File: config.mk
export PLATFORM = sky130hd
export DESIGN_NAME = sbc_recip
export DESIGN_NICKNAME = d
export VERILOG_FILES = /design/src/sv/sbc_pkg.sv /design/src/sv/sbc_recip.sv
export SDC_FILE = /design/constraint.sdc
export NUM_CORES = 1
export LEC_CHECK = 0
export BUFFER_PORTS_ARGS = -buffer_cell sky130_fd_sc_hd__buf_4
export CORE_MARGIN = 2
export CORE_UTILIZATION = 30
export CTS_CLUSTER_DIAMETER = 30
export DETAILED_ROUTE_END_ITERATION = 6
export GPL_TIMING_DRIVEN = 0
export PLACE_DENSITY_LB_ADDON = 0.15
export SLEW_MARGIN = 40
export SYNTH_ARGS = -nofsm -noshare
export SYNTH_HDL_FRONTEND = slang
export SYNTH_SLANG_ARGS = --single-unit
File: constraint.sdc
create_clock -name clk -period 22.9 [get_ports clk]
set_clock_uncertainty 0.05 [all_clocks]
set_input_delay 1.145 -clock clk [delete_from_list [all_inputs] [get_ports clk]]
set_output_delay 1.145 -clock clk [all_outputs]
set_load 0.005 [all_outputs]
File: src/sv/sbc_pkg.sv
// sbc_pkg: shared types, register indexes and saturating fixed-point helpers
// for the swept box collision test. No dependencies.
package sbc_pkg;

  localparam int DATA_W      = 32;
  localparam int SIZE_W      = 20;
  localparam int TAG_W       = 5;
  localparam int CFG_IDX_W   = 3;
  localparam int FRAC_BITS_D = 12;
  localparam int TAG_COUNT_D = 32;
  localparam int NUM_AXES    = 3;

  localparam logic signed [31:0] S32_MAX = 32'sh7fff_ffff;
  localparam logic signed [31:0] S32_MIN = 32'sh8000_0000;

  // config register indexes
  localparam logic [CFG_IDX_W-1:0] REG_SIZE_X = 3'd0;
  localparam logic [CFG_IDX_W-1:0] REG_SIZE_Y = 3'd1;
  localparam logic [CFG_IDX_W-1:0] REG_SIZE_Z = 3'd2;
  localparam logic [CFG_IDX_W-1:0] REG_VEL_X  = 3'd3;
  localparam logic [CFG_IDX_W-1:0] REG_VEL_Y  = 3'd4;
  localparam logic [CFG_IDX_W-1:0] REG_VEL_Z  = 3'd5;

  // outcome codes
  localparam logic [1:0] OUT_NEVER   = 2'd0;
  localparam logic [1:0] OUT_ALREADY = 2'd1;
  localparam logic [1:0] OUT_HIT     = 2'd2;

  typedef struct packed {
    logic               never;
    logic signed [31:0] t_entry;
    logic signed [31:0] t_exit;
  } axis_res_t;

  function automatic logic signed [31:0] sat32(input logic signed [33:0] v);
    logic signed [31:0] r;
    if (v > 34'(S32_MAX)) r = S32_MAX;
    else if (v < 34'(S32_MIN)) r = S32_MIN;
    else r = v[31:0];
    return r;
  endfunction

  // product >> frac, truncating toward zero, saturated
  function automatic logic signed [31:0] fx_scale(input logic signed [63:0] p,
                                                  input int frac);
    logic [63:0] mag;
    logic [63:0] q;
    logic signed [31:0] r;
    mag = p[63] ? (64'd0 - p) : p;
    q   = mag >> frac;
    if (p[63]) begin
      r = (q > 64'h8000_0000) ? S32_MIN : 32'(0 - q);
    end else begin
      r = (q > 64'h7fff_ffff) ? S32_MAX : q[31:0];
    end
    return r;
  endfunction

  // tag reduced modulo count; constant table after elaboration
  function automatic logic [TAG_W-1:0] tag_mod(input logic [TAG_W-1:0] tag,
                                               input int count);
    logic [TAG_W-1:0] res;
    int run;
    res = '0;
    run = 0;
    for (int i = 0; i < (1 << TAG_W); i++) begin
      if (tag == TAG_W'(i)) res = TAG_W'(run);
      run = (run == count - 1) ? 0 : run + 1;
    end
    return res;
  endfunction

endpackage

File: src/sv/sbc_recip.sv
// sbc_recip: sequential restoring divider, 2^(2*FRAC_BITS) / vel per axis.
// Depends on sbc_pkg.
module sbc_recip #(
  parameter int FRAC_BITS = sbc_pkg::FRAC_BITS_D
) (
  input  logic                     clk,
  input  logic                     rst_n,
  input  logic                     start,
  input  logic signed [31:0]       vel [sbc_pkg::NUM_AXES],
  output logic signed [31:0]       recip [sbc_pkg::NUM_AXES],
  output logic signed [31:0]       nrecip [sbc_pkg::NUM_AXES],
  output logic                     busy
);
  import sbc_pkg::*;

  localparam int QW = 2 * FRAC_BITS + 1;
  localparam int CW = $clog2(QW);

  typedef enum logic {ST_IDLE, ST_RUN} state_t;

  state_t             state_r;
  logic [1:0]         axis_r;
  logic [CW-1:0]      cnt_r;
  logic [31:0]        rem_r;
  logic [QW-1:0]      q_r;
  logic signed [31:0] recip_r [NUM_AXES];
  logic signed [31:0] nrecip_r [NUM_AXES];

  logic signed [31:0] v_cur;
  logic [31:0]        div_mag;
  logic [32:0]        shifted;
  logic [33:0]        trial;
  logic               qbit;
  logic [31:0]        rem_nxt;
  logic [QW-1:0]      q_nxt;
  logic [63:0]        q64;
  logic signed [31:0] r_fin;
  logic signed [31:0] nr_fin;

  always_comb begin
    v_cur   = vel[axis_r];
    div_mag = v_cur[31] ? (32'd0 - v_cur) : v_cur;
    shifted = {rem_r, (cnt_r == CW'(QW - 1))};
    trial   = {1'b0, shifted} - {2'b0, div_mag};
    qbit    = !trial[33];
    rem_nxt = qbit ? trial[31:0] : shifted[31:0];
    q_nxt   = {q_r[QW-2:0], qbit};
    q64     = 64'(q_nxt);
    if (v_cur == 32'sd0) begin
      r_fin = 32'sd0;
    end else if (!v_cur[31]) begin
      r_fin = (q64 > 64'h7fff_ffff) ? S32_MAX : q64[31:0];
    end else begin
      r_fin = (q64 >= 64'h8000_0000) ? S32_MIN : 32'(64'd0 - q64);
    end
    nr_fin = (r_fin == S32_MIN) ? S32_MAX : -r_fin;
  end

  always_ff @(posedge clk) begin
    if (!rst_n) begin
      state_r <= ST_IDLE;
      axis_r  <= '0;
      cnt_r   <= '0;
      rem_r   <= '0;
      q_r     <= '0;
      for (int i = 0; i < NUM_AXES; i++) begin
        recip_r[i]  <= '0;
        nrecip_r[i] <= '0;
      end
    end else if (start) begin
      state_r <= ST_RUN;
      axis_r  <= '0;
      cnt_r   <= CW'(QW - 1);
      rem_r   <= '0;
      q_r     <= '0;
    end else begin
      unique case (state_r)
        ST_IDLE: begin
        end
        ST_RUN: begin
          rem_r <= rem_nxt;
          q_r   <= q_nxt;
          cnt_r <= cnt_r - CW'(1);
          if (cnt_r == '0) begin
            recip_r[axis_r]  <= r_fin;
            nrecip_r[axis_r] <= nr_fin;
            rem_r <= '0;
            q_r   <= '0;
            cnt_r <= CW'(QW - 1);
            if (axis_r == 2'(NUM_AXES - 1)) begin
              state_r <= ST_IDLE;
            end else begin
              axis_r <= axis_r + 2'd1;
            end
          end
        end
        default: state_r <= ST_IDLE;
      endcase
    end
  end

  assign recip  = recip_r;
  assign nrecip = nrecip_r;
  assign busy   = (state_r == ST_RUN);

endmodule

==> run summary <==
The run finished with clean final reports. Of the total power, the share spent switching nets is 23.1%. The finished layout holds 2801 standard cells, fillers aside.

The post-route fraction of the period consumed by the critical path works out to 48.1%. Dividing total power by cell area gives a power density of 76.1 mW/mm2. The tightest min-delay check is of the reg2reg type.

The number of standard-cell rows in the floorplan was 78; the share of layout cells above drive strength 1 was 22.2%. The worst setup path is launched from a register. The tools report the core footprint as 0.0454 mm2.

For the clock power share, the log shows 64.1%. Of all nets on the critical path, the largest fanout is 10. The start of the worst register-to-register path is axis_r[0]$_SDFFE_PP0P_. For the clock insertion delay at the later pin of the skew report, the log shows 0.61 ns.

The first-pass iteration count of the detailed router came out at 5. The worst slack at placement came out at 11.47 ns. Final number of max-transition violations: 0.

The internal reg-to-reg setup slack is 11.89 ns. The most instantiated flip-flop cell in the synthesis netlist is sky130_fd_sc_hd__dfxtp_1. After detailed routing, the total wire length is 54.7 mm. The maximum level of the CTS H-tree is 2, and the max-cap violation count is 0.

In the post-route analysis, the smallest setup slack over all paths is 11.89 ns. The number of antenna cells inserted was 0. In the synthesized netlist the async set-or-reset flop fraction comes to 0%. The power after layout is 1.45 mW, and the die width is 219 um. Peak supply drop: 0.0604 mV. In the final routed layout, each cell accounts on average for 19.5 um. On the final layout, the worst hold slack is 0.403 ns. The tools report the area occupied by multi-input gates as 0.00830 mm2. Internal power: 1.11 mW. The endpoint identified for the worst register-to-register timing path is nrecip[22]$_SDFFE_PN0P_.

Gates resized during post-CTS repair numbered 0. The TritonCTS buffer count is 61, and the clock period minus final worst setup slack is 11.01 ns. The run gives 28.5% as the relative contribution of sequential cells to total power. The die covers 0.0478 mm2. The number of cells on the worst reg-to-reg path is 30.

Counting flops and latches in the post-synthesis netlist gives 235. The largest single stage delay on the critical path is 0.68 ns. The number of antenna-violating nets in the routed design is 0. The number of setup buffers added after CTS is 0. By startpoint and endpoint, the worst setup path is classified as reg2reg.

The critical path starts at axis_r[0]$_SDFFE_PP0P_. The tools report the clock root buffer as sky130_fd_sc_hd__clkbuf_16. The logs give 0.00470 mm2 for the area of all sequential standard cells and 0.334 mW for the total net switching power. The number of clock sinks seen by CTS came out at 235. The run gives 43.1% as the worst-case headroom to the max-slew limit. At the end of routability-driven placement, the weighted congestion stood at 0.892.

The logs give 34.0% for the fraction of the yosys area taken by sequential cells and 7.52 nW for the static power due to leakage. Counting flops with a built-in enable in the synthesized netlist gives 0. Counting stages on the worst path, the most repeated cell is sky130_fd_sc_hd__clkbuf_1.

The clock transition at the registers of the reported paths was 0.04 ns; the overall track demand over capacity in global routing was 22.4%. The synthesized net count is 1936. Adding up every negative setup slack in the final design gives 0 ns. Dividing the synthesized area by the synthesized cell count gives 7.70 um2.

The post-detailed-route DRC marker count is 0. Yosys printed 0 warnings. The count of final setup violators was 0; the data arrival time at the worst-slack endpoint was 11.45 ns. The height of the die works out to 219 um. In this run the worst setup path terminates at nrecip[22]$_SDFFE_PN0P_. The via count was 14.8k; the number of fillers in the final layout was 4570.

TritonCTS built the clock tree. STA classifies the critical path endpoint as a register. At the pin with the least slew margin, the transition time is 0.848 ns. The wire length of the first global-routing pass came out at 83.2 mm. The logic gate share of total power came out at 7.4%.

The initial utilization of the core area, before any placement, comes to 30.5%. The count of buffers added on input and output ports is 291. Setup repair after global routing left no endpoint under its margin.

The largest net degree at the start of global routing came out at 18. The number of placed instances, taps included, is 2687. Using the TritonRoute via totals, the vias-per-cell ratio works out to 5.29. For the highest attainable clock frequency, the log shows 90.8 MHz. Largest buffer count on any clock path: 3.

The slowest stage cell on the critical path is sky130_fd_sc_hd__o21ai_1. The tools report the count of mapped cells out of synthesis as 1796. The area growth from synthesis to layout is 37.7%. The initial antenna violation count is 0. The first routing iteration left 966 violations. The number of library cell types mapped by synthesis is 84, and the netlist area before placement is 0.0138 mm2.

The number of hold violations in the final report is 0. The global-route congestion overflow total came out at 0. For the via count of the first global-routing pass, the log shows 14.3k.

For this design, the CTS-stage hold fixing added 0 buffers. The final layout contains 2290 nets. The logs give 42.6 mm for the estimated wirelength of the detail-placed design and 23.34 ns for the endpoint required time on the critical path. 292 I/O pins were placed.
## cell families after synthesis
family,synth area share (%)
fa+ha+maj,3.77
buf+inv,6.11
simple gates,22.8
mux,3.01
flops,34.0
xor+xnor,5.13
compound gates,25.1
## metal layers
layer / vias up / wire, um / track usage [%]
met5: - / 0 / 0
met4: 0 / 1560 / 7.64
met3: 102 / 3150 / 3.33
met2: 457 / 24600 / 35.4
met1: 7078 / 25400 / 31.0
li1: 7178 / - / -
## area by class of cell
cell class	count	area share [%]
plain buffers	158	3.92
clock buffers	80	8.92
clock inverters	34	2.92
inverters	26	0.513
multi-input cells	1377	43.6
flip-flops and latches	235	24.7
well taps	600	3.94
repair buffers	291	11.5
## cell usage in the layout, fill, tap and decap left out, drive strengths merged, types with 22 or more instances in the layout
cell / count
mux2i: 36
clkbuf: 174
nand3: 76
xnor2: 54
dfxtp: 235
a21oi: 206
buf: 355
o2bb2ai: 26
nor2: 177
ha: 40
inv: 28
o21ai: 84
nor3: 25
nand2: 283
o211ai: 23
a22o: 22
xor2: 27
or3: 24
a211oi: 22
## power groups by stage
stage	clock, mW	sequential (mW)	combinational, mW
2_1_floorplan	0	0.420	0.0671
3_3_place_gp	0	0.420	0.105
3_5_place_dp	0	0.420	0.106
4_1_cts	0.940	0.413	0.107
5_1_grt	0.964	0.413	0.118
6_report	0.930	0.413	0.107
## worst max-delay path, delay by kind of cell (launching register included)
family / cells / cell delay (ns)
and+or+nand+nor: 7 / 2.49
muxes: 1 / 0.30
buffers and inverters: 10 / 3.91
adders and majority gates: 2 / 0.61
DFF: 1 / 0.37
AOI/OAI and AO/OA: 9 / 2.86
xor gates and xnor gates: 1 / 0.28
## registers in the layout (all words and copies together), names as in the netlist
name,flops
axis_r,2
busy,1
cnt_r,5
nrecip,93
q_r,24
recip,78
rem_r,32
## Yosys cell counts, drive strengths merged, types with 10 or more instances
cell type | n | area share, %
a22o | 22 | 1.4
xor2 | 27 | 1.7
mux2i | 36 | 2.6
nor2 | 177 | 4.8
a32oi | 11 | 0.70
or3 | 24 | 1.2
and3 | 11 | 0.50
o21a | 11 | 0.60
o31ai | 10 | 0.54
nor3 | 25 | 0.94
buf | 64 | 2.8
clkbuf | 94 | 2.6
xnor2 | 54 | 3.4
a211oi | 22 | 1.2
nand2 | 283 | 7.7
or2 | 10 | 0.45
o211ai | 23 | 1.2
ha | 40 | 3.6
o21ai | 84 | 3.0
a22oi | 20 | 1.1
dfxtp | 235 | 34
a21oi | 206 | 7.5
nor4 | 12 | 0.72
a31oi | 10 | 0.45
inv | 26 | 0.71
and2 | 11 | 0.50
nand4 | 15 | 0.68
o311ai | 14 | 0.94
a21o | 15 | 0.81
nand3 | 76 | 3.0
o2bb2ai | 26 | 1.6
## stage by stage
step	instance area, um2	util (%)
CTS	19000	41.9
detailed placement	16800	36.9
global route	19000	41.9
floorplan	13800	-
finish	19000	41.9
global placement	16800	36.9
## worst min path at each step
| stage | start | endpoint | cells after the start |
|---|---|---|---|
| 2_1_floorplan | nrecip[41]$_SDFFE_PN0P_ | nrecip[41]$_SDFFE_PN0P_ | 2 |
| 3_3_place_gp | nrecip[77]$_SDFFE_PN0P_ | nrecip[77]$_SDFFE_PN0P_ | 2 |
| 3_5_place_dp | nrecip[79]$_SDFFE_PN0P_ | nrecip[79]$_SDFFE_PN0P_ | 2 |
| 4_1_cts | nrecip[79]$_SDFFE_PN0P_ | nrecip[79]$_SDFFE_PN0P_ | 2 |
| 5_1_grt | nrecip[65]$_SDFFE_PN0P_ | nrecip[65]$_SDFFE_PN0P_ | 2 |
| 6_report | nrecip[41]$_SDFFE_PN0P_ | nrecip[41]$_SDFFE_PN0P_ | 2 |
Power figures use the tool's default switching activity.
